==> src/hdl/shiprr_pkg.sv <==
// ----------------------------------------------------------------------------
// shiprr_pkg
// Types and fixed constants shared by the replacement policy block.
// ----------------------------------------------------------------------------
`default_nettype none

package shiprr_pkg;

	// request transaction
	typedef struct packed {
		logic        mode;
		logic [10:0] set_index;
		logic [3:0]  way_index;
		logic [5:0]  pc_signature;
		logic [7:0]  line_hash;
		logic [63:0] line_address;
		logic        was_hit;
	} req_t;

	// result transaction
	typedef struct packed {
		logic [3:0] victim_way;
		logic       set_streaming;
		logic [1:0] inserted_rrpv;
	} res_t;

	// controller to datapath commands
	typedef struct packed {
		logic latch;
		logic sweep_go;
		logic rd;
		logic victim_fin;
		logic upd_s1;
		logic upd_fin;
	} cmd_t;

	// datapath to controller status
	typedef struct packed {
		logic mode_upd;
		logic decay_due;
		logic eng_busy;
	} stat_t;

	localparam logic [7:0]  REG_DECAY_PERIOD = 8'd0;
	localparam logic [7:0]  REG_STREAM_THR   = 8'd1;
	localparam logic [31:0] DECAY_PERIOD_RST = 32'd100000;
	localparam logic [2:0]  STREAM_THR_RST   = 3'd5;

	localparam logic [1:0] RRPV_DISTANT = 2'd3;
	localparam logic [1:0] RRPV_LONG    = 2'd2;
	localparam logic [1:0] RRPV_NEAR    = 2'd0;
	localparam logic [1:0] CTR_MAX      = 2'd3;
	localparam logic [1:0] CTR_HOT      = 2'd2;
	localparam logic [2:0] STREAM_MAX   = 3'd7;
	localparam logic       MODE_UPDATE  = 1'b1;

endpackage

`default_nettype wire

==> src/hdl/shiprr_ctrl.sv <==
// ----------------------------------------------------------------------------
// shiprr_ctrl
// Sequencer: reset clear, request dispatch, decay sweep, read and write-back.
// ----------------------------------------------------------------------------
`default_nettype none

module shiprr_ctrl (
	input  wire                 clk,
	input  wire                 arst_n,
	input  wire                 start,
	output logic                busy,
	input  shiprr_pkg::stat_t   stat,
	output shiprr_pkg::cmd_t    cmd
);
	import shiprr_pkg::*;

	localparam logic [2:0] S_CLR   = 3'd0;
	localparam logic [2:0] S_IDLE  = 3'd1;
	localparam logic [2:0] S_DISP  = 3'd2;
	localparam logic [2:0] S_SWEEP = 3'd3;
	localparam logic [2:0] S_DATA  = 3'd4;
	localparam logic [2:0] S_FIN   = 3'd5;

	logic [2:0] state_q, state_d;

	// next state and commands
	always_comb begin
		state_d = state_q;
		cmd     = '0;
		case (state_q)
			S_CLR: begin
				if (!stat.eng_busy) state_d = S_IDLE;
			end
			S_IDLE: begin
				if (start) begin
					cmd.latch = 1'b1;
					state_d   = S_DISP;
				end
			end
			S_DISP: begin
				if (stat.mode_upd && stat.decay_due) begin
					cmd.sweep_go = 1'b1;
					state_d      = S_SWEEP;
				end else begin
					cmd.rd  = 1'b1;
					state_d = S_DATA;
				end
			end
			S_SWEEP: begin
				if (!stat.eng_busy) begin
					cmd.rd  = 1'b1;
					state_d = S_DATA;
				end
			end
			S_DATA: begin
				if (stat.mode_upd) begin
					cmd.upd_s1 = 1'b1;
					state_d    = S_FIN;
				end else begin
					cmd.victim_fin = 1'b1;
					state_d        = S_IDLE;
				end
			end
			S_FIN: begin
				cmd.upd_fin = 1'b1;
				state_d     = S_IDLE;
			end
			default: begin
				state_d = S_CLR;
			end
		endcase
	end

	always_ff @(posedge clk or negedge arst_n) begin
		if (!arst_n) state_q <= S_CLR;
		else         state_q <= state_d;
	end

	assign busy = (state_q != S_IDLE);

endmodule

`default_nettype wire

==> config.mk <==
export PLATFORM = sky130hd
export DESIGN_NAME = shiprr_ctrl
export DESIGN_NICKNAME = d
export VERILOG_FILES = /design/src/hdl/shiprr_pkg.sv /design/src/hdl/shiprr_ctrl.sv
export SDC_FILE = /design/constraint.sdc
export NUM_CORES = 1
export LEC_CHECK = 0
export BUFFER_PORTS_ARGS = -buffer_cell sky130_fd_sc_hd__buf_2
export CAP_MARGIN = 15
export CORE_AREA = 10 10 47 49
export DETAILED_ROUTE_END_ITERATION = 10
export DIE_AREA = 0 0 57 59
export HOLD_SLACK_MARGIN = 0.03
export PLACE_DENSITY = 0.44
export SYNTH_ARGS = -nofsm -noshare
export SYNTH_HDL_FRONTEND = slang
export SYNTH_SLANG_ARGS = --single-unit
export TNS_END_PERCENT = 30
==> constraint.sdc <==
create_clock -name clk -period 3.4 [get_ports clk]
set_clock_uncertainty 0.1 [all_clocks]
set_input_delay 0.51 -clock clk [delete_from_list [all_inputs] [get_ports clk]]
set_output_delay 0.51 -clock clk [all_outputs]
set_load 0.01 [all_outputs]
==> results_dict.tcl, run 1 <==
set metrics [dict create \
    outcome "complete, no violations" \
    synth_area_leader_cell "dfrtp_1" \
    drtPass1Iterations 3 \
    overflow 0 \
    crit_fanout 11 \
    synth_area_leaders "dfrtp_1, and4bb_1, buf_6, mux2_1, nor2_1" \
    p_sw_mw 0.112 \
    largest_reg_flops 3 \
    leakage_nw 0.187 \
    dieArea_um2 3360 \
    max_freq_mhz 486 \
    swShare_pct 41.7 \
    p_comb_share_pct 43.8 \
    hpwl_um 530 \
    finalCritPeriodShare_pct 60.5 \
    clock-root-buffer "clkbuf_4" \
    post-route-util_pct 24.8 \
    final_antenna_net_count 0 \
    start_util_pct 17.7 \
    path_class "reg -> out" \
    p_clk_share_pct 22.7 \
    cp-end-kind "output pin" \
    cts_buffers 3 \
    clock-sinks 3 \
    tightest_slew_ps 340 \
    io_pins 13 \
    critPathRequiredTime_ps 2790 \
    drcViolationCount 0 \
    hold_path.class "reg -> reg" \
    via_per_inst 4.29 \
    critical_path.startpoint_type "register" \
    drtIter0Drc 1 \
    regMostFlops "state_q" \
    area_growth_pct 40.4 \
    fp.dieH_um 59 \
    ys_seq_elements 3 \
    num_vias 253 \
    crit_arrival_ps 1450 \
    antenna_cells 0 \
    setup_violations 0 \
    grt_pass1_vias 259 \
    finalSetupTns_ps 0 \
    path_clk_slew_ps 30 \
    rsz0062_at_grt "no" \
    grt_pass1_wl_um 1080 \
    grt_util_all_layers_pct 4.07 \
    clk_path_buf_depth 2 \
    final_nets 50 \
    avgSynthCellArea_um2 8.85 \
    core_um2 1400 \
    synth_nets 34 \
    slew_headroom_pct 77.4 \
    reg.largest.list "state_q: 3 flops" \
    antenna_found_initial 0 \
    drive_gt1_share_pct 34.9 \
    drv_cap 0 \
    die_w_um 57 \
    wl_per_cell_um 11.5 \
    clk-insertion-delay-late_ps 230 \
    hold_violations 0 \
    port_buffers 12 \
    synth.distinct_cells 21 \
    syn_inst 28 \
    cts_tree "yes" \
    total_power_mw 0.269 \
    peakVddDrop_mv 0.250 \
    yosysWarnings 0 \
    fin_crit_ps 2060 \
    h-tree-depth 1 \
    wirelength_um 681 \
    netlist_area_um2 248 \
    p_per_area_nw_per_um2 772 \
    place.gp.congestion 0.645 \
    p_seq_share_pct 33.5 \
    grt_max_degree 12 \
    slew_violations 0 \
    synth_top_area_share_pct 30.3 \
    seq_area_frac_synth_pct 30.3 \
    intPower_mw 0.157 \
    rows 14 \
]
==> path summary, 6_finish.rpt <==
path	startpoint	slack, ps	end	cells past startpoint
min	state_q[2]	460	state_q[1]	1
max in group asynchronous	arst_n	2590	state_q[2]	2
max	state_q[0]	1340	cmd[4]	3
min in group asynchronous	arst_n	500	state_q[0]	2
max reg2reg	state_q[0]	2090	state_q[0]	3
min reg2reg	state_q[2]	460	state_q[1]	1
==> repair_timing <==
action | 4_1_cts | 5_1_grt
buffers inserted | 0 | 0
resized for setup | 0 | 0
endpoints found under the hold margin | 3 | 0
hold buffers | 1 | 0
==> worst max-delay path, stage by stage, from the launching register on <==
cell,delay (ps)
dfrtp_1,490
and3b_1,360
nor3b_1,210
buf_2,160
==> per-stage QoR <==
step                      setup WS, ps  instances  hold WS [ps]  area [µm²]
after floorplan                   1720         28           114         248
after global placement            1580         54           210         312
after detailed placement          1580         54           209         312
after CTS                         1350         59           469         348
after global routing              1210         59           513         348
final                             1340         59           462         348
==> cells in the final DEF (no fill, tap or decap) <==
cell type	instances
nor2_1	3
nor3b_1	1
inv_1	2
a21oi_1	2
and3_1	1
nand2b_1	1
and3b_1	1
nor4b_1	1
o211a_1	1
mux2i_1	1
dlygate4sd3_1	1
a211oi_1	1
o21ai_0	2
o32a_1	1
nand3b_1	1
mux2_1	1
nand2_1	1
a22oi_1	1
clkbuf_4	3
and4bb_1	1
dfrtp_1	3
buf_2	12
clkbuf_1	1
==> kinds of logic after synthesis <==
group           after synthesis  share of synthesized area, %
simple gates                 11                          29.3
compound gates                8                          22.2
mux                           2                          8.59
buf+inv                       4                          9.59
flops                         3                          30.3
==> final cells by class <==
| type | count | area, µm² |
|---|---|---|
| well taps | 16 | 20.0 |
| flip-flops and latches | 3 | 75.1 |
| clock buffers | 4 | 26.3 |
| fillers | 166 | 1050 |
| inverters | 2 | 7.51 |
| repair buffers | 13 | 70.1 |
| multi-input cells | 21 | 149 |
==> power by group through the flow <==
stage,clock network [mW],registers (mW),logic [mW]
2_1_floorplan,0,0.0636,0.112
3_3_place_gp,0,0.0910,0.121
3_5_place_dp,0,0.0896,0.120
4_1_cts,0.0658,0.0891,0.121
5_1_grt,0.0685,0.0956,0.134
6_report,0.0610,0.0900,0.118
==> cells in the mapped netlist <==
cell type	n
mux2i_1	1
and4bb_1	1
nor4b_1	1
nor2_1	3
nand2_1	1
o21ai_0	2
nand3b_1	1
o32a_1	1
a22oi_1	1
a211oi_1	1
mux2_1	1
nor3b_1	1
buf_2	1
a21oi_1	2
and3_1	1
nand2b_1	1
and3b_1	1
dfrtp_1	3
o211a_1	1
buf_6	1
inv_1	2
==> metal layers <==
layer | track usage, % | share of wire [%] | wire length (µm)
met5 | 0 | 0 | 0
met4 | 4.03 | 0 | 0
met3 | 2.58 | 14 | 93
met2 | 5.27 | 42 | 288
met1 | 4.31 | 44 | 300
(Power assumes the default switching activity.)
==> inputs of run 2 (changes only) <==
==> constraint.sdc (replaced) <==
create_clock -name clk -period 2.15 [get_ports clk]
set_clock_uncertainty 0.1 [all_clocks]
set_input_delay 0.3225 -clock clk [delete_from_list [all_inputs] [get_ports clk]]
set_output_delay 0.3225 -clock clk [all_outputs]
set_load 0.01 [all_outputs]
==> run 2 against run 1 <==
Effect of this change: first-iteration DRC count rose to 7.0 times the previous value; final area did not move; highest routed layer unchanged; power up 59%; sequential power rose by 58%; setup slack got worse by 1000 ps; sequential cell count unchanged; register-to-register slack worse by 1200 ps; via count unchanged; critical endpoint unchanged.
==> results_dict.tcl, run 2 (synthesized netlist as in run 1, its figures left out) <==
set metrics [dict create \
    p_sw_mw 0.179 \
    m1WireLength_um 338 \
    final_antenna_net_count 0 \
    crit_fanout 11 \
    slew_headroom_pct 79.3 \
    drv_cap 0 \
    h-tree-depth 1 \
    met3_length_um 67 \
    antenna_cells 0 \
    p_comb_share_pct 44.0 \
    reg.largest.list "state_q: 3 flops" \
    post_cts_buffers 0 \
    io_pins 13 \
    leakage_nw 0.187 \
    clock-root-buffer "clkbuf_4" \
    finalSetupTns_ps 0 \
    wirelength_um 707 \
    drtPass1Iterations 3 \
    fin_crit_ps 1840 \
    p_seq_share_pct 33.1 \
    wl_per_cell_um 12.0 \
    max_freq_mhz 544 \
    worst-path-buf-inv 1 \
    outcome "complete, no violations" \
    dr_wl_met2_um 301 \
    grt_pass1_wl_um 1120 \
    die_w_um 57 \
    cp_slowest_stage_delay_ps 480 \
    final_common_cell "buf_2" \
    grt_util_all_layers_pct 4.20 \
    largest_reg_flops 3 \
    rows 14 \
    critPathRequiredTime_ps 1730 \
    finalCritPeriodShare_pct 85.5 \
    cp-end-kind "output pin" \
    regMostFlops "state_q" \
    drcViolationCount 0 \
    grt_pass1_vias 270 \
    critPathTopFamily "simple AND/OR/NAND/NOR gates" \
    grt_max_degree 12 \
    clk_path_buf_depth 2 \
    setup_violations 0 \
    hold_violations 0 \
    clk-insertion-delay-late_ps 230 \
    port_buffers 12 \
    drive_gt1_share_pct 34.9 \
    tightest_slew_ps 311 \
    cts_buffers 3 \
    cp_slowest_cell "dfrtp_1" \
    clock-sinks 3 \
    crit_chain "and3b_1 > nor3b_1 > buf_2" \
    fp.dieH_um 59 \
    rsz0062_at_grt "no" \
    start_util_pct 17.7 \
    slew_violations 0 \
    p_clk_share_pct 22.8 \
    via_per_inst 4.29 \
    dieArea_um2 3360 \
    antenna_found_initial 0 \
    crit_arrival_ps 1420 \
    placed_area_um2 312 \
    drtIter0Drc 7 \
    swShare_pct 42.0 \
    core_um2 1400 \
    stdcell_area_um2 348 \
    cts_tree "yes" \
    path_class "reg -> out" \
    final_nets 50 \
    p_per_area_nw_per_um2 1230 \
    routed.top_layer "met3" \
    hold_path.class "in -> async" \
    intPower_mw 0.248 \
    final_cell_mix "buf_2, nor2_1, clkbuf_4, dfrtp_1" \
    overflow 0 \
    peakVddDrop_mv 0.507 \
    hpwl_um 558 \
    num_vias 253 \
    path_clk_slew_ps 40 \
    area_growth_pct 40.4 \
    place.gp.congestion 0.713 \
    critical_path.startpoint_type "register" \
]
==> run 2: routing by layer <==
metal / vias up / global-route usage, %
li1: 134 / -
met1: 110 / 4.78
met2: 9 / 5.43
met3: 0 / 2.15
met4: 0 / 4.03
met5: - / 0
==> run 2: layout make-up <==
class                           count  area (µm²)
Multi-Input combinational cell     21         149
Fill cell                         165        1050
Sequential cell                     3        75.1
Tap cell                           16        20.0
Inverter                            2        7.51
Clock buffer                        4        26.3
Timing Repair Buffer               13        70.1
==> run 2: what timing repair did <==
action | CTS | global route
hold buffers | 1 | 0
gates resized for setup | 0 | 0
setup endpoints to repair | 0 | 0
endpoints found under the hold margin | 3 | 0
==> run 2: power by group through the flow <==
| stage | Sequential (mW) | Combinational (mW) | Clock, mW |
|---|---|---|---|
| after floorplan | 0.101 | 0.177 | 0 |
| after global placement | 0.143 | 0.193 | 0 |
| after detailed placement | 0.141 | 0.190 | 0 |
| after CTS | 0.141 | 0.192 | 0.104 |
| after global routing | 0.150 | 0.211 | 0.108 |
| final | 0.142 | 0.188 | 0.0975 |
==> run 2: final timing paths <==
path	startpoint	end	slack [ps]	cells after the start
worst min register to register	state_q[2]	state_q[1]	490	1
max in group asynchronous	arst_n	state_q[0]	1530	2
worst max register to register	state_q[0]	state_q[1]	880	3
worst max-delay path	state_q[0]	cmd[4]	310	3
min in group clk	stat[0]	state_q[0]	390	3
worst min-delay path	arst_n	state_q[1]	320	2
==> run 2: through the flow <==
stage | setup slack [ps] | total power, mW | hold WS (ps) | cells | util, %
2_1_floorplan | 739 | 0.277 | -73.1 | 28 | -
3_3_place_gp | 572 | 0.336 | 22.9 | 54 | 22.2
3_5_place_dp | 564 | 0.332 | 22.0 | 54 | 22.2
4_1_cts | 299 | 0.437 | 309 | 59 | 24.8
5_1_grt | 216 | 0.469 | 323 | 59 | 24.8
6_report | 312 | 0.427 | 316 | 59 | 24.8
